### src/rtl/msbbr_pkg.sv
// Shared types and constants for the MSB-first bit reader.
package msbbr_pkg;

   localparam int WORD_BITS_DEFAULT = 64;
   localparam int BYTE_BITS         = 8;
   localparam int COUNT_BITS        = 6;
   localparam int VALUE_BITS        = 55;
   localparam int STATUS_BITS       = 2;

   localparam logic FUNC_PUSH = 1'b0;
   localparam logic FUNC_READ = 1'b1;

   localparam logic [STATUS_BITS-1:0] STATUS_OK        = 2'd0;
   localparam logic [STATUS_BITS-1:0] STATUS_UNDERFLOW = 2'd1;
   localparam logic [STATUS_BITS-1:0] STATUS_OVERFLOW  = 2'd2;

   typedef struct packed {
      logic                  func;
      logic [BYTE_BITS-1:0]  data_byte;
      logic [COUNT_BITS-1:0] bit_count;
   } req_type;

   typedef struct packed {
      logic [VALUE_BITS-1:0]  read_value;
      logic [STATUS_BITS-1:0] status;
      logic [COUNT_BITS-1:0]  bits_held;
   } rsp_type;

endpackage

### src/rtl/msbbr_step.sv
// Next-state and result logic for one push or read transaction.
module msbbr_step #(
   parameter int WORD_BITS = msbbr_pkg::WORD_BITS_DEFAULT
) (
   input  logic [WORD_BITS-1:0]             acc,
   input  logic [msbbr_pkg::COUNT_BITS-1:0] fill,
   input  msbbr_pkg::req_type               item,
   output logic [WORD_BITS-1:0]             acc_next,
   output logic [msbbr_pkg::COUNT_BITS-1:0] fill_next,
   output msbbr_pkg::rsp_type               result
);

   localparam int            ShBits    = msbbr_pkg::COUNT_BITS + 1;
   localparam logic [ShBits-1:0] WordW = ShBits'(WORD_BITS);
   localparam logic [ShBits-1:0] ByteW = ShBits'(msbbr_pkg::BYTE_BITS);
   localparam logic [ShBits-1:0] MaxRead =
      ShBits'(WORD_BITS - msbbr_pkg::BYTE_BITS - 1);

   logic [ShBits-1:0]    free_bits;
   logic [ShBits-1:0]    push_shamt;
   logic [ShBits-1:0]    read_shamt;
   logic [WORD_BITS-1:0] byte_word;
   logic [WORD_BITS-1:0] value_word;
   logic [msbbr_pkg::VALUE_BITS+WORD_BITS-1:0] value_ext;

   always_comb begin
      free_bits  = WordW - {1'b0, fill};
      push_shamt = free_bits - ByteW;
      read_shamt = WordW - {1'b0, item.bit_count};
      byte_word  = {{(WORD_BITS-msbbr_pkg::BYTE_BITS){1'b0}}, item.data_byte};
      value_word = acc >> read_shamt;
      value_ext  = {{msbbr_pkg::VALUE_BITS{1'b0}}, value_word};

      acc_next          = acc;
      fill_next         = fill;
      result.read_value = '0;
      result.status     = msbbr_pkg::STATUS_OK;

      if (item.func == msbbr_pkg::FUNC_PUSH) begin
         // append the byte just below the held bits, or drop it unless more than a byte of space is free
         if (free_bits > ByteW) begin
            acc_next  = acc | (byte_word << push_shamt);
            fill_next = fill + msbbr_pkg::COUNT_BITS'(msbbr_pkg::BYTE_BITS);
         end else begin
            result.status = msbbr_pkg::STATUS_OVERFLOW;
         end
      end else if (item.bit_count != '0) begin
         if (({1'b0, item.bit_count} > MaxRead) || (item.bit_count > fill)) begin
            result.status = msbbr_pkg::STATUS_UNDERFLOW;
         end else begin
            result.read_value = value_ext[msbbr_pkg::VALUE_BITS-1:0];
            acc_next          = acc << item.bit_count;
            fill_next         = fill - item.bit_count;
         end
      end

      result.bits_held = fill_next;
   end

endmodule

### src/rtl/msb_first_bit_reader_unit.sv
// Top level of the MSB-first bit reader: input stage, step logic, result stage.
//
//  channel | ports                          | payload
//  --------+--------------------------------+----------------------------------
//  request | req_valid, req_stall, req_data | func, data_byte, bit_count
//  result  | rsp_valid, rsp_stall, rsp_data | read_value, status, bits_held
//
// One transaction enters per cycle while rsp_stall is low; each request passes
// through the input register, then the result register, before its result is
// presented, so throughput is one transaction per cycle unless the result side
// stalls.
// The accumulator and fill count change when a transaction moves from the input
// register to the result register; a WORD_BITS-wide barrel shift sets the path length.
// Reset (synchronous, active high) empties both stages and clears the state.
// A stall on the result side holds the result register and, only when the
// input register is also full, raises req_stall.
module msb_first_bit_reader_unit #(
   parameter int WORD_BITS = msbbr_pkg::WORD_BITS_DEFAULT
) (
   input  logic               clock,
   input  logic               reset,
   input  logic               req_valid,
   output logic               req_stall,
   input  msbbr_pkg::req_type req_data,
   output logic               rsp_valid,
   input  logic               rsp_stall,
   output msbbr_pkg::rsp_type rsp_data
);

   // input stage
   logic               in_valid_ff, in_valid_in;
   msbbr_pkg::req_type in_data_ff;

   // result stage
   logic               out_valid_ff, out_valid_in;
   msbbr_pkg::rsp_type out_data_ff;

   // reader state: held bits sit at the top of the accumulator
   logic [WORD_BITS-1:0]             acc_ff, acc_in;
   logic [msbbr_pkg::COUNT_BITS-1:0] fill_ff, fill_in;

   msbbr_pkg::rsp_type step_result;
   logic               advance;
   logic               req_take;

   // move the held transaction forward when the result register is free or
   // is being emptied this cycle
   assign advance   = in_valid_ff && (!out_valid_ff || !rsp_stall);
   assign req_stall = in_valid_ff && !advance;
   assign req_take  = req_valid && !req_stall;

   assign in_valid_in  = req_take || (in_valid_ff && !advance);
   assign out_valid_in = advance || (out_valid_ff && rsp_stall);

   msbbr_step #(
      .WORD_BITS (WORD_BITS)
   ) u_step (
      .acc       (acc_ff),
      .fill      (fill_ff),
      .item      (in_data_ff),
      .acc_next  (acc_in),
      .fill_next (fill_in),
      .result    (step_result)
   );

   always_ff @(posedge clock) begin
      if (reset) begin
         in_valid_ff  <= 1'b0;
         out_valid_ff <= 1'b0;
         acc_ff       <= '0;
         fill_ff      <= '0;
      end else begin
         in_valid_ff  <= in_valid_in;
         out_valid_ff <= out_valid_in;
         // commit the state only when the transaction leaves the input stage
         if (advance) begin
            acc_ff  <= acc_in;
            fill_ff <= fill_in;
         end
      end
   end

   // payload registers: load on transfer, hold otherwise
   always_ff @(posedge clock) begin
      if (req_take) begin
         in_data_ff <= req_data;
      end
      if (advance) begin
         out_data_ff <= step_result;
      end
   end

   assign rsp_valid = out_valid_ff;
   assign rsp_data  = out_data_ff;

endmodule

### config.mk
export PLATFORM = sky130hd
export DESIGN_NAME = msb_first_bit_reader_unit
export DESIGN_NICKNAME = d
export VERILOG_FILES = /design/src/rtl/msbbr_pkg.sv /design/src/rtl/msbbr_step.sv /design/src/rtl/msb_first_bit_reader_unit.sv
export SDC_FILE = /design/constraint.sdc
export NUM_CORES = 1
export LEC_CHECK = 0
export ABC_AREA = 0
export BUFFER_PORTS_ARGS = -buffer_cell sky130_fd_sc_hd__buf_2
export CORE_ASPECT_RATIO = 1.5
export CORE_MARGIN = 4
export CORE_UTILIZATION = 55
export CTS_CLUSTER_DIAMETER = 40
export DETAILED_ROUTE_END_ITERATION = 10
export PLACE_DENSITY = 0.73
export SLEW_MARGIN = 20
export SYNTH_ARGS = -nofsm -noshare
export SYNTH_HDL_FRONTEND = slang
export SYNTH_SLANG_ARGS = --single-unit
### constraint.sdc
create_clock -name clock -period 6.7 [get_ports clock]
set_input_delay 0.67 -clock clock [delete_from_list [all_inputs] [get_ports clock]]
set_output_delay 0.67 -clock clock [all_outputs]
set_load 0.005 [all_outputs]
## After elaboration in Yosys (flattened, before gate mapping)

Index checks and enable logic that the tools add are counted.

- Equal/unequal tests: 2
- Bitwise gates (word level): 3
- Magnitude comparators: 3
- Multiplexer cells: 12
- Shift-type cells: 3
- Add/subtract/negate cells: 5
- Reductions and logical operators: 16

Operator list:

| cell | count |
|---|---|
| 2-to-1 mux 64 bit | 4 |
| bitwise OR 64 bit | 1 |
| << shifter 64 x 6 -> 64 bit | 1 |
| << shifter 8 x 7 -> 64 bit | 1 |
| right shift 64 x 7 -> 55 bit | 1 |
| 2-to-1 mux 6 bit | 4 |
| subtractor 7 x 6 -> 7 bit, first input constant | 2 |
| greater-than comparator 7 x 4 -> 1 bit, second input constant | 1 |
| subtractor 7 x 4 -> 7 bit, second input constant | 1 |
| adder 6 x 4 -> 6 bit, second input constant | 1 |
| greater-than comparator 6 bit | 1 |
| greater-than comparator 6 bit, second input constant | 1 |
| 2-to-1 mux 2 bit | 3 |
| nonzero test 6 bit | 1 |
| subtractor 6 bit | 1 |
| logical AND 1 bit | 4 |
| logical NOT 1 bit | 4 |
| logical OR 1 bit | 4 |
| AND reduction 4 bit | 1 |
| OR reduction 3 bit | 1 |
| inequality test 2 x 1 -> 1 bit, second input constant | 1 |
| inequality test 2 bit, second input constant | 1 |
| inverter 1 bit | 2 |
| nonzero test 2 bit | 1 |
| 2-to-1 mux 1 bit | 1 |

- Output and inout bits: 65
- Flip-flop bits (word level): 150
- Input bits: 19
- Logic and storage cells: 54

## Logic depth before layout (Yosys ltp)

Gate-level depths: netlist of the first run.

- Depth after elaboration: 8
- Mapped depth: 15
- Gate-level depth less buffers: 10

## Modules after synthesis

A second synthesis of the first run with hierarchy kept.

- Cell total of the unflattened synthesis: 1852
- Area, all modules: 15924.0 um^2

Modules (own cells, without submodules):

| module | times used | seq. area each (um^2) | area each (um^2) | cells each |
|---|---|---|---|---|
| msbbr_step | 1 | 0.0 | 10341.2 | 1461 |
| msb_first_bit_reader_unit | 1 | 3783.6 | 5582.9 | 391 |

## Worst setup path after synthesis of the first run

No wires, ideal clock.

- Path kind: input to register
- From: input port rsp_stall
- To: register fill_ff[2] (netlist name)
- Path slack: 3041 ps
- Buffers on the path: 1
- Data arrival time: 3531 ps
- Stages on the path: 8
- Data required time: 6572 ps
- Library setup time: 128 ps
- Cells stage by stage: nand2_1 -> nand2_1 -> clkinv_1 -> nand2_1 -> clkbuf_1 -> nor2_1 -> a21oi_1 -> nor2_1

- Word-level cells in the longest chain between the ends: 3

RTL lines:

| what | RTL line | source |
|---|---|---|
| start: declaration | msb_first_bit_reader_unit.sv:26 | `input logic rsp_stall,` |
| logical NOT 1 bit | msb_first_bit_reader_unit.sv:48 | `assign advance = in_valid_ff && (!out_valid_ff \|\| !rsp_stall);` |
| logical OR 1 bit | msb_first_bit_reader_unit.sv:48 |  |
| logical AND 1 bit | msb_first_bit_reader_unit.sv:48 |  |
| net advance | msb_first_bit_reader_unit.sv:43 | `logic advance;` |
| end signal: assignment | msb_first_bit_reader_unit.sv:78 | `fill_ff <= fill_in;` |
| end: declaration | msb_first_bit_reader_unit.sv:40 | `logic [msbbr_pkg::COUNT_BITS-1:0] fill_ff, fill_in;` |

The timed path passes the listed nets, and every way through them passes these cells.
A chain may end at the register's enable or synchronous reset.

## Final worst setup path of the first run

- From: register in_data_ff[1] (netlist name)
- To: register out_data_ff, in the netlist rsp_data[22] (data pin)

- Word-level cells in the longest chain between the ends: 3
- Elaborated cells on any way between the ends: 8
- Those cells by class: 1 x add/sub; 2 x order compare; 1 x shift; 1 x bitwise; 3 x reduce/logical

RTL lines:

| what | RTL line | source |
|---|---|---|
| start: declaration | msb_first_bit_reader_unit.sv:32 | `msbbr_pkg::req_type in_data_ff;` |
| start signal: assignment | msb_first_bit_reader_unit.sv:86 | `in_data_ff <= req_data;` |
| parallel branches: the longest is 3 deep, another holds subtractor 7 x 6 -> 7 bit | -- |  |
| end signal: assignment | msb_first_bit_reader_unit.sv:89 | `out_data_ff <= step_result;` |
| end: declaration | msb_first_bit_reader_unit.sv:36 | `msbbr_pkg::rsp_type out_data_ff;` |

Several ways; the timed one is not identified.

==> impl_metrics.toml, run 1 <==
[outcome]
result_of_the_run = "finished clean"

[yosys]
synth_area_um2 = 14480
synth_cell_types = 79
syn_nets = 1701
asyncSetResetFlopFracSynth_pct = 0
ys_seq_area_share_pct = 26.14
number_of_storage_elements_in_the_synthesis_netlist = 150
synth_cells = 1670
synth_edf_count = 78
yosys_warnings = 0
synth_flop_cell = "edfxtp_1"
syn_area_per_cell_um2 = 8.668

[clocking]
clock-sinks = 150
quantity_of_gates_resized_following_cts = 0
cts_setup_buffers = 0
clk_transition_reported_paths_ns = 0.07
tritoncts_clock_tree = "done"
h-tree-depth = 4
cts_buffer_depth = 2
insertion_delay_ns = 0.48
cts-root-buf = "clkbuf_16"
cts_inserted_buffers = 17
cts_hold_buf = 0

[global_routing]
grt.busiest_layer = "met2"
maximum_number_of_pins_on_one_net_before_global_route_repair = 137
via_count_of_the_first_global_routing_pass = 13710
track_usage_pct = 40.16
gr-total-overflow = 0
met3_usage_pct = 6.107
grt_first_pass_wirelength_um = 86650
globalRouteMet1Util_pct = 43.13
gr-usage-met2_pct = 69.38
antenna_violations_before_repair = 2

[power]
pwr-share-seq_pct = 38.1
netSwitchingPower_uw = 981.0
power_switching_share_pct = 36.00
static-leakage-power_uw = 0.005720
finalPower_uw = 2725
clock_power_share_pct = 36.9
power.combinational.fraction_pct = 25.0
power_per_cell_area_nw_per_um2 = 175.0
power_report.internal_total_uw = 1744
max-vdd-ir-drop_mv = 0.1993

[drt]
drcViolationCount = 0
routedWlPerCell_um = 29.32
drtAntennaViolNets = 0
drt_pass1_iterations = 7
routed_via_density = 7.120
vias = 14240
drt-initial-drc-count = 1534
drt_wl_total_um = 58640

[final_layout]
syn2layout_area_growth_pct = 7.588
net_total_in_the_final_layout = 1685
layout_cell_share_with_drive_strength_beyond_1_pct = 19.86
fill_cells = 2333
n_diodes = 0

[sta]
max_slew.worst_pin.slew_ns = 1.206
timing.final.setup_violations = 0
maxSlewViolCount = 0
grt_setup_unrepaired = "no"
setup_tns_ns = 0
finalCritPeriodShare_pct = 72.15
max_clock_freq_ghz = 0.2069
hold_violations = 0
relSlewSlack_pct = 18.77
worst_clock_skew_ns = 0.01850
post-route-min-period_ns = 4.834

[floorplan]
die_w_um = 140.5
floorplan.die.height_um = 206.7
row_count = 72
pin_count = 84
design.die.area_um2 = 29030
start_util_pct = 55.99
core_region_area_um2 = 25850

[critical_path]
critPathCaptureType = "register"
worstPathArrival_ns = 5.01
startpoint_type = "register"
timing_worst_setup_path_type = "reg2reg"
ff2ff_setup_slack_ns = 1.87
timing.critical_path.fanout_max = 61
worst_ep_required_time_ns = 6.88

[min_path]
hp-class = "in2reg"

[place]
dp.final_hpwl_um = 43380
place_congestion = 1.006
buffer_ports.inserted = 83

[flow_run]
cap_viol_max_count = 0
stage by stage:
stage | hold WS (ns) | utilization (%) | cell area, µm² | setup slack, ns | cells
2_1_floorplan | 0.4513 | - | 14480 | 3.041 | 1670
3_3_place_gp | 0.4711 | 57.85 | 14960 | 2.127 | 1968
3_5_place_dp | 0.4897 | 57.87 | 14960 | 2.039 | 1968
4_1_cts | 0.3643 | 60.20 | 15560 | 2.044 | 2000
5_1_grt | 0.3752 | 60.24 | 15570 | 1.605 | 2000
6_report | 0.3696 | 60.24 | 15570 | 1.866 | 2000
kinds of logic after synthesis:
family	synth area share [%]
buffers and inverters	5.506
xor gates and xnor gates	1.279
DFF	26.14
and+or+nand+nor	17.23
adders and majority gates	1.089
muxes	28.15
AOI/OAI and AO/OA	20.61
per-layer routing:
layer / wire [µm] / up-vias
met5: 0 / -
met4: 5701 / 0
met3: 4414 / 239
met2: 28960 / 869
met1: 19560 / 6846
li1: - / 6286
registers in the layout (all words and copies together) (netlist names):
signal and count:
acc_ff 64, rsp_data 63, in_valid_ff 1, fill_ff 6, rsp_valid 1, in_data_ff 15
cells in the mapped netlist (all sizes together) (4+ instances only):
cell | count | area share, %
a31oi | 16 | 0.69
nor2b | 12 | 0.52
a311oi | 8 | 0.61
a221oi | 12 | 0.73
or2 | 4 | 0.17
nor2 | 164 | 4.3
nand2 | 263 | 6.8
o221ai | 6 | 0.36
inv | 25 | 0.65
o21ai | 144 | 5.0
nand2b | 8 | 0.35
edfxtp | 78 | 16
a22oi | 14 | 0.73
a222oi | 6 | 0.41
buf | 74 | 2.7
a211oi | 51 | 2.7
a21oi | 117 | 4.0
and2 | 10 | 0.43
o211ai | 13 | 0.67
o32ai | 5 | 0.30
o22ai | 23 | 0.99
nor3 | 52 | 1.9
o21a | 5 | 0.26
a211o | 8 | 0.54
nor4 | 5 | 0.22
mux2i | 118 | 8.2
dfxtp | 72 | 10
mux2 | 39 | 3.0
clkinv | 4 | 0.10
clkbuf | 78 | 2.0
o31ai | 6 | 0.31
and3 | 9 | 0.39
xnor2 | 15 | 0.91
a21o | 8 | 0.41
nand3 | 28 | 0.97
xor2 | 4 | 0.37
ha | 11 | 0.95
mux4 | 109 | 17
final timing paths:
| check | to | start | cells past startpoint |
|---|---|---|---|
| setup / recovery | rsp_data[22] | in_data_ff[1] | 10 |
| hold / removal | in_data_ff[4] | req_data[4] | 1 |
| setup reg to reg | rsp_data[22] | in_data_ff[1] | 10 |
| hold reg to reg | rsp_valid | in_valid_ff | 2 |
power by group through the flow:
stage	Combinational, µW	Sequential, µW	Clock, µW
6_report	682	1040	1010
5_1_grt	720	1040	1040
4_1_cts	660	1040	1000
3_5_place_dp	658	1060	0
3_3_place_gp	655	1060	0
2_1_floorplan	465	1040	0
placed cells by master, fill, tap and decap left out, types with 7 or more instances in the layout:
master / count
clkbuf_16: 18
a21oi_1: 117
a31oi_1: 16
mux2i_1: 118
ha_1: 10
a211o_1: 7
a221oi_1: 12
mux4_2: 109
nand2_1: 262
edfxtp_1: 78
nor3_1: 48
xnor2_1: 8
o21ai_0: 141
dfxtp_1: 72
a22oi_1: 14
inv_1: 24
o211ai_1: 13
o22ai_1: 23
mux2_2: 39
xnor2_2: 7
nor2b_1: 12
buf_2: 83
a21o_1: 8
and3_1: 9
a311oi_1: 7
nand3_1: 28
buf_4: 32
a211oi_1: 50
nor2_1: 161
nand2b_1: 8
and2_1: 10
worst max-delay path, stage by stage (launching register included):
cell and delay (ns):
edfxtp_1 0.78, clkinv_1 0.63, ha_2 0.68, buf_4 0.60
mux4_2 0.43, mux2i_1 0.34, nand2_1 0.09, o21ai_0 0.15
nor2_1 0.07, a31oi_1 0.57, o22ai_1 0.17
layout make-up:
type	count	area, µm²	area share, %
clock inverter	14	151.4	0.9720
timing repair buffer	117	686.9	4.410
clock buffer	18	450.4	2.892
inverter	29	108.9	0.6989
sequential	150	3784	24.29
tap	333	416.7	2.675
multi-input combinational	1339	9977	64.06
(Power assumes the default switching activity.)
==> inputs of run 2 (changes only) <==
Settings changed: PLACE_DENSITY 0.73 to 0.76.
Clock period 6.7 ns to 4.35 ns, I/O delays scaled along.
==> run 2 against run 1 <==
Against the previous run:
- global-route usage grew 1.4 points
- via count grew 2.1%
- worst setup slack lost 1.5 ns
- maximum frequency grew 21%
- sequential power grew 54%
- highest routed layer unchanged
==> impl_metrics.toml, run 2 (synthesized netlist as in run 1, its figures left out) <==
[flow_run]
cap_viol_max_count = 0

[global_routing]
via_count_of_the_first_global_routing_pass = 13990
grt_first_pass_wirelength_um = 89320
antenna_violations_before_repair = 0
gr-total-overflow = 0
maximum_number_of_pins_on_one_net_before_global_route_repair = 136
track_usage_pct = 41.60

[power]
max-vdd-ir-drop_mv = 0.3113
power_per_cell_area_nw_per_um2 = 266.3
static-leakage-power_uw = 0.005877

[sta]
fin_hold_ws_ns = 0.1334
worst_clock_skew_ns = 0.01880
relSlewSlack_pct = 18.44
finalCritPeriodShare_pct = 91.61
hold_violations = 0
post-route-min-period_ns = 3.985
max_clock_freq_ghz = 0.2509
maxSlewViolCount = 0
grt_setup_unrepaired = "no"
max_slew.worst_pin.slew_ns = 1.189
setup_tns_ns = 0
timing.final.setup_violations = 0

[place]
dp.final_hpwl_um = 46270
post-place-cells = 2000
buffer_ports.inserted = 83
place_congestion = 1.018

[drt]
drcViolationCount = 0
drt_wl_total_um = 60530
vias = 14540
routed_via_density = 7.151
drtAntennaViolNets = 0
drt_pass1_iterations = 8
drt-initial-drc-count = 1587
routedWlPerCell_um = 29.77

[final_layout]
utilization_pct = 61.24
fill_cells = 2265
layout_cell_share_with_drive_strength_beyond_1_pct = 21.19
final_common_cell = "nand2_1"
max_flop_register = "acc_ff"
largest_register_ffs = 64
highest_count_cells_in_the_layout_ignoring_fill_and_taps = "nand2_1, nor2_1, o21ai_0, mux2i_1, a21oi_1"
syn2layout_area_growth_pct = 9.377
net_total_in_the_final_layout = 1717
stdcell_count = 2033

[floorplan]
die_w_um = 140.5
floorplan.die.height_um = 206.7
start_util_pct = 55.99
pin_count = 84
core_region_area_um2 = 25850
design.die.area_um2 = 29030
row_count = 72

[critical_path]
startpoint_type = "register"
worst_ep_required_time_ns = 4.54
critPathCaptureType = "register"
worstPathArrival_ns = 4.18
worstRegToRegCells = 8
timing.critical_path.fanout_max = 21
timing_worst_setup_path_type = "reg2reg"

[clocking]
quantity_of_gates_resized_following_cts = 0
cts-root-buf = "clkbuf_16"
cts_buffer_depth = 2
insertion_delay_ns = 0.47
h-tree-depth = 4
clk_transition_reported_paths_ns = 0.08
tritoncts_clock_tree = "done"
cts_hold_buf = 0
cts_inserted_buffers = 17
clock-sinks = 150
cts_setup_buffers = 0

[outcome]
result_of_the_run = "finished clean"

[min_path]
holdPathStages = 1
hp-class = "in2reg"
## run 2: cell count changes in the layout (fill, tap and decap cells not counted), sizes merged
| cell | delta |
|---|---|
| diode | +1 |
| buf | +32 |
| clkinvlp | +1 |
| clkbuf | +1 |
| clkinv | -2 |
## run 2: where the power goes
part           internal, µW  switching (µW)  leakage (µW)
clock network           807             713      0.000291
registers              1540            64.2       0.00132
logic                   380             716       0.00426
## run 2: through the flow
| step | power (µW) | instance area (µm²) | worst slack, ns |
|---|---|---|---|
| 6_report | 4216 | 15830 | 0.3649 |
| 5_1_grt | 4344 | 15830 | 0.2850 |
| 4_1_cts | 4180 | 15830 | 0.5460 |
| 3_5_place_dp | 2685 | 15240 | 0.5670 |
| 3_3_place_gp | 2681 | 15240 | 0.6119 |
| 2_1_floorplan | 2317 | 14480 | 0.8465 |
## run 2: worst max-delay path, stage by stage, from the launching register on
cell      delay [ns]
edfxtp_1        0.52
buf_4           0.30
nor3_1          0.96
xnor2_2         0.49
buf_4           0.31
o21ai_0         0.58
nor2_1          0.27
nor3_1          0.21
nor3_1          0.08
## run 2: final timing paths
| check | start | to | slack, ns |
|---|---|---|---|
| hold reg to reg | in_valid_ff | rsp_valid | 0.51 |
| setup reg to reg | in_data_ff[1] | rsp_data[39] | 0.36 |
| hold / removal | req_data[2] | in_data_ff[2] | 0.13 |
| setup / recovery | in_data_ff[1] | rsp_data[39] | 0.36 |
## run 2: per-layer routing
metal  vias to the layer above  share of wire (%)  GRT usage (%)
met1                      6932                 31          43.20
li1                       6352                  -              -
met5                         -                  0              0
met3                       299                7.8          7.421
met2                       955                 50          71.39
met4                         0                 11          37.50
## run 2: layout make-up
class,count,area (µm²),area share (%)
clock inverter,13,127.6,0.8060
antenna,1,2.502,0.01580
inverter,29,108.9,0.6875
tap,333,416.7,2.631
clock buffer,19,464.2,2.932
sequential,150,3784,23.90
multi-input combinational,1339,9957,62.88
timing repair buffer,149,973.4,6.148
==> inputs of run 3 (changes only) <==
Settings changed: CELL_PAD_IN_SITES_DETAIL_PLACEMENT set to 1, CELL_PAD_IN_SITES_GLOBAL_PLACEMENT set to 1, CORE_UTILIZATION 55 to 44, CTS_CLUSTER_SIZE set to 28, PLACE_DENSITY 0.76 to unset, PLACE_DENSITY_LB_ADDON set to 0.1.
==> run 3 against run 2 <==
Against the previous run:
- via count decreased by 0.45%
- sequential power about the same
- worst setup slack better by 0.13 ns
- clock-buffer cell count did not move
- core utilization shrank 12 points
- routed wire length increased by 5.3%
- sequential share of layout area decreased by 0.21 points
- final cell count grew 4.0%
- first-iteration DRC count fell by 20%
- worst hold slack lost 0.010 ns
- largest cell class unchanged
- highest routed layer unchanged
==> impl_metrics.toml, run 3 (synthesized netlist as in run 1, its figures left out) <==
[critical_path]
startpoint_type = "register"
timing.critical_path.fanout_max = 41
worstRegToRegCells = 9
worst_ep_required_time_ns = 4.72
timing_worst_setup_path_type = "reg2reg"
critPathCaptureType = "register"
worstPathArrival_ns = 4.23
cp_slowest_cell = "o21ai_0"
critPathTopFamily = "compound AO/OA/AOI/OAI gates"
ff2ff_setup_slack_ns = 0.49
crit_chain = "buf_4 -> buf_4 -> mux4_2 -> nand2_1 -> nand2_1 -> o21ai_0 -> mux2_2 -> o221ai_1 -> o31a_1"
critPathMaxStageDelay_ns = 0.97
buffer_and_inverter_count_on_the_worst_path = 2
worstReg2RegStart = "in_data_ff[1]"
capturing_point_of_the_worst_reg2reg_path = "acc_ff[35]"

[min_path]
hp-class = "in2reg"
min_from = "req_data[14]"
holdPathStages = 1
hold_endpoint = "in_data_ff[14]"

[drt]
drt_wl_total_um = 63760
route.met2.wl_um = 32310
met1_length_um = 21520
drcViolationCount = 0
drt_pass1_iterations = 5
topRoutingLayerUsed = "met4"
drtAntennaViolNets = 0
detailroute.wirelength.met3_um = 3381
routed_via_density = 6.846
vias = 14470
routedWlPerCell_um = 30.16
drt-initial-drc-count = 1266

[global_routing]
gr-total-overflow = 0
grt_first_pass_wirelength_um = 95040
via_count_of_the_first_global_routing_pass = 14950
track_usage_pct = 35.30
antenna_violations_before_repair = 0
maximum_number_of_pins_on_one_net_before_global_route_repair = 102

[power]
max-vdd-ir-drop_mv = 0.2578
power_per_cell_area_nw_per_um2 = 268.3
power_switching_share_pct = 35.61
netSwitchingPower_uw = 1526
power_report.internal_total_uw = 2759
pwr-share-seq_pct = 37.3
clock_power_share_pct = 36.7
power.combinational.fraction_pct = 26.0
static-leakage-power_uw = 0.005886
finalPower_uw = 4286

[clocking]
clk_transition_reported_paths_ns = 0.08
quantity_of_gates_resized_following_cts = 0
cts_inserted_buffers = 17
tritoncts_clock_tree = "done"
cts-root-buf = "clkbuf_16"
cts_hold_buf = 0
cts_setup_buffers = 0
insertion_delay_ns = 0.48
clock-sinks = 150
h-tree-depth = 4
cts_buffer_depth = 2

[sta]
finalCritPeriodShare_pct = 88.73
post-route-min-period_ns = 3.860
maxSlewViolCount = 0
max_slew.worst_pin.slew_ns = 1.198
worst_clock_skew_ns = 0.01705
grt_setup_unrepaired = "no"
max_clock_freq_ghz = 0.2591
relSlewSlack_pct = 19.28
setup_tns_ns = 0
hold_violations = 0
timing.final.setup_violations = 0

[floorplan]
pin_count = 84
row_count = 81
floorplan.die.height_um = 230.2
die_w_um = 156.1
start_util_pct = 44.50
design.die.area_um2 = 35930
core_region_area_um2 = 32530

[final_layout]
syn2layout_area_growth_pct = 10.34
layout_cell_share_with_drive_strength_beyond_1_pct = 21.14
multiInputGateArea_um2 = 9965
ff_latch_area_um2 = 3784
fill_cells = 3824
highest_count_cells_in_the_layout_ignoring_fill_and_taps = "nand2_1, nor2_1, o21ai_0, mux2i_1, a21oi_1"
net_total_in_the_final_layout = 1716
largest_register_ffs = 64
max_flop_register = "acc_ff"
final_common_cell = "nand2_1"

[place]
place_congestion = 0.9924
dp.final_hpwl_um = 48800
buffer_ports.inserted = 83

[outcome]
result_of_the_run = "finished clean"

[flow_run]
cap_viol_max_count = 0
[run 3: worst max-delay path by stage]
stage / startpoint / endpoint / slack (ns) / cells past startpoint
after global placement: in_data_ff[0] / rsp_data[12] / 0.84 / 9
after global routing: fill_ff[1] / acc_ff[47] / 0.42 / 9
final: in_data_ff[1] / acc_ff[35] / 0.49 / 9
after CTS: in_data_ff[0] / rsp_data[16] / 0.79 / 9
after detailed placement: in_data_ff[0] / rsp_data[12] / 0.79 / 9
after floorplan: in_data_ff[0] / rsp_data[32] / 0.85 / 15
[run 3: final cells by class]
class / count / share of cell area [%]
Tap cell: 415 / 3.251
Sequential cell: 150 / 23.69
Multi-Input combinational cell: 1339 / 62.38
Timing Repair Buffer: 148 / 6.282
Inverter: 29 / 0.6815
Clock buffer: 19 / 2.843
Antenna cell: 1 / 0.01567
Clock inverter: 13 / 0.8538
[run 3: routing by layer]
layer  track usage, %  vias up
li1                 -     6344
met1            37.08     7227
met2            61.67      627
met3            5.272      275
met4            28.39        0
met5                0        -
[run 3: stage by stage]
step / setup WS [ns] / cell area (µm²) / hold slack (ns) / std cells / utilization [%]
floorplan: 0.8465 / 14480 / 0.4513 / 1670 / -
global placement: 0.8435 / 15370 / 0.4872 / 2080 / 47.25
detailed placement: 0.7929 / 15370 / 0.5171 / 2080 / 47.25
CTS: 0.7862 / 15960 / 0.1207 / 2112 / 49.07
global route: 0.4193 / 15970 / 0.1241 / 2113 / 49.09
finish: 0.4905 / 15970 / 0.1230 / 2114 / 49.10
[run 3: power groups by stage]
| stage | Clock (µW) | Combinational, µW | Sequential, µW |
|---|---|---|---|
| floorplan | 0 | 716 | 1600 |
| global placement | 0 | 1070 | 1630 |
| detailed placement | 0 | 1080 | 1630 |
| CTS | 1580 | 1090 | 1600 |
| global route | 1640 | 1180 | 1600 |
| finish | 1570 | 1110 | 1600 |
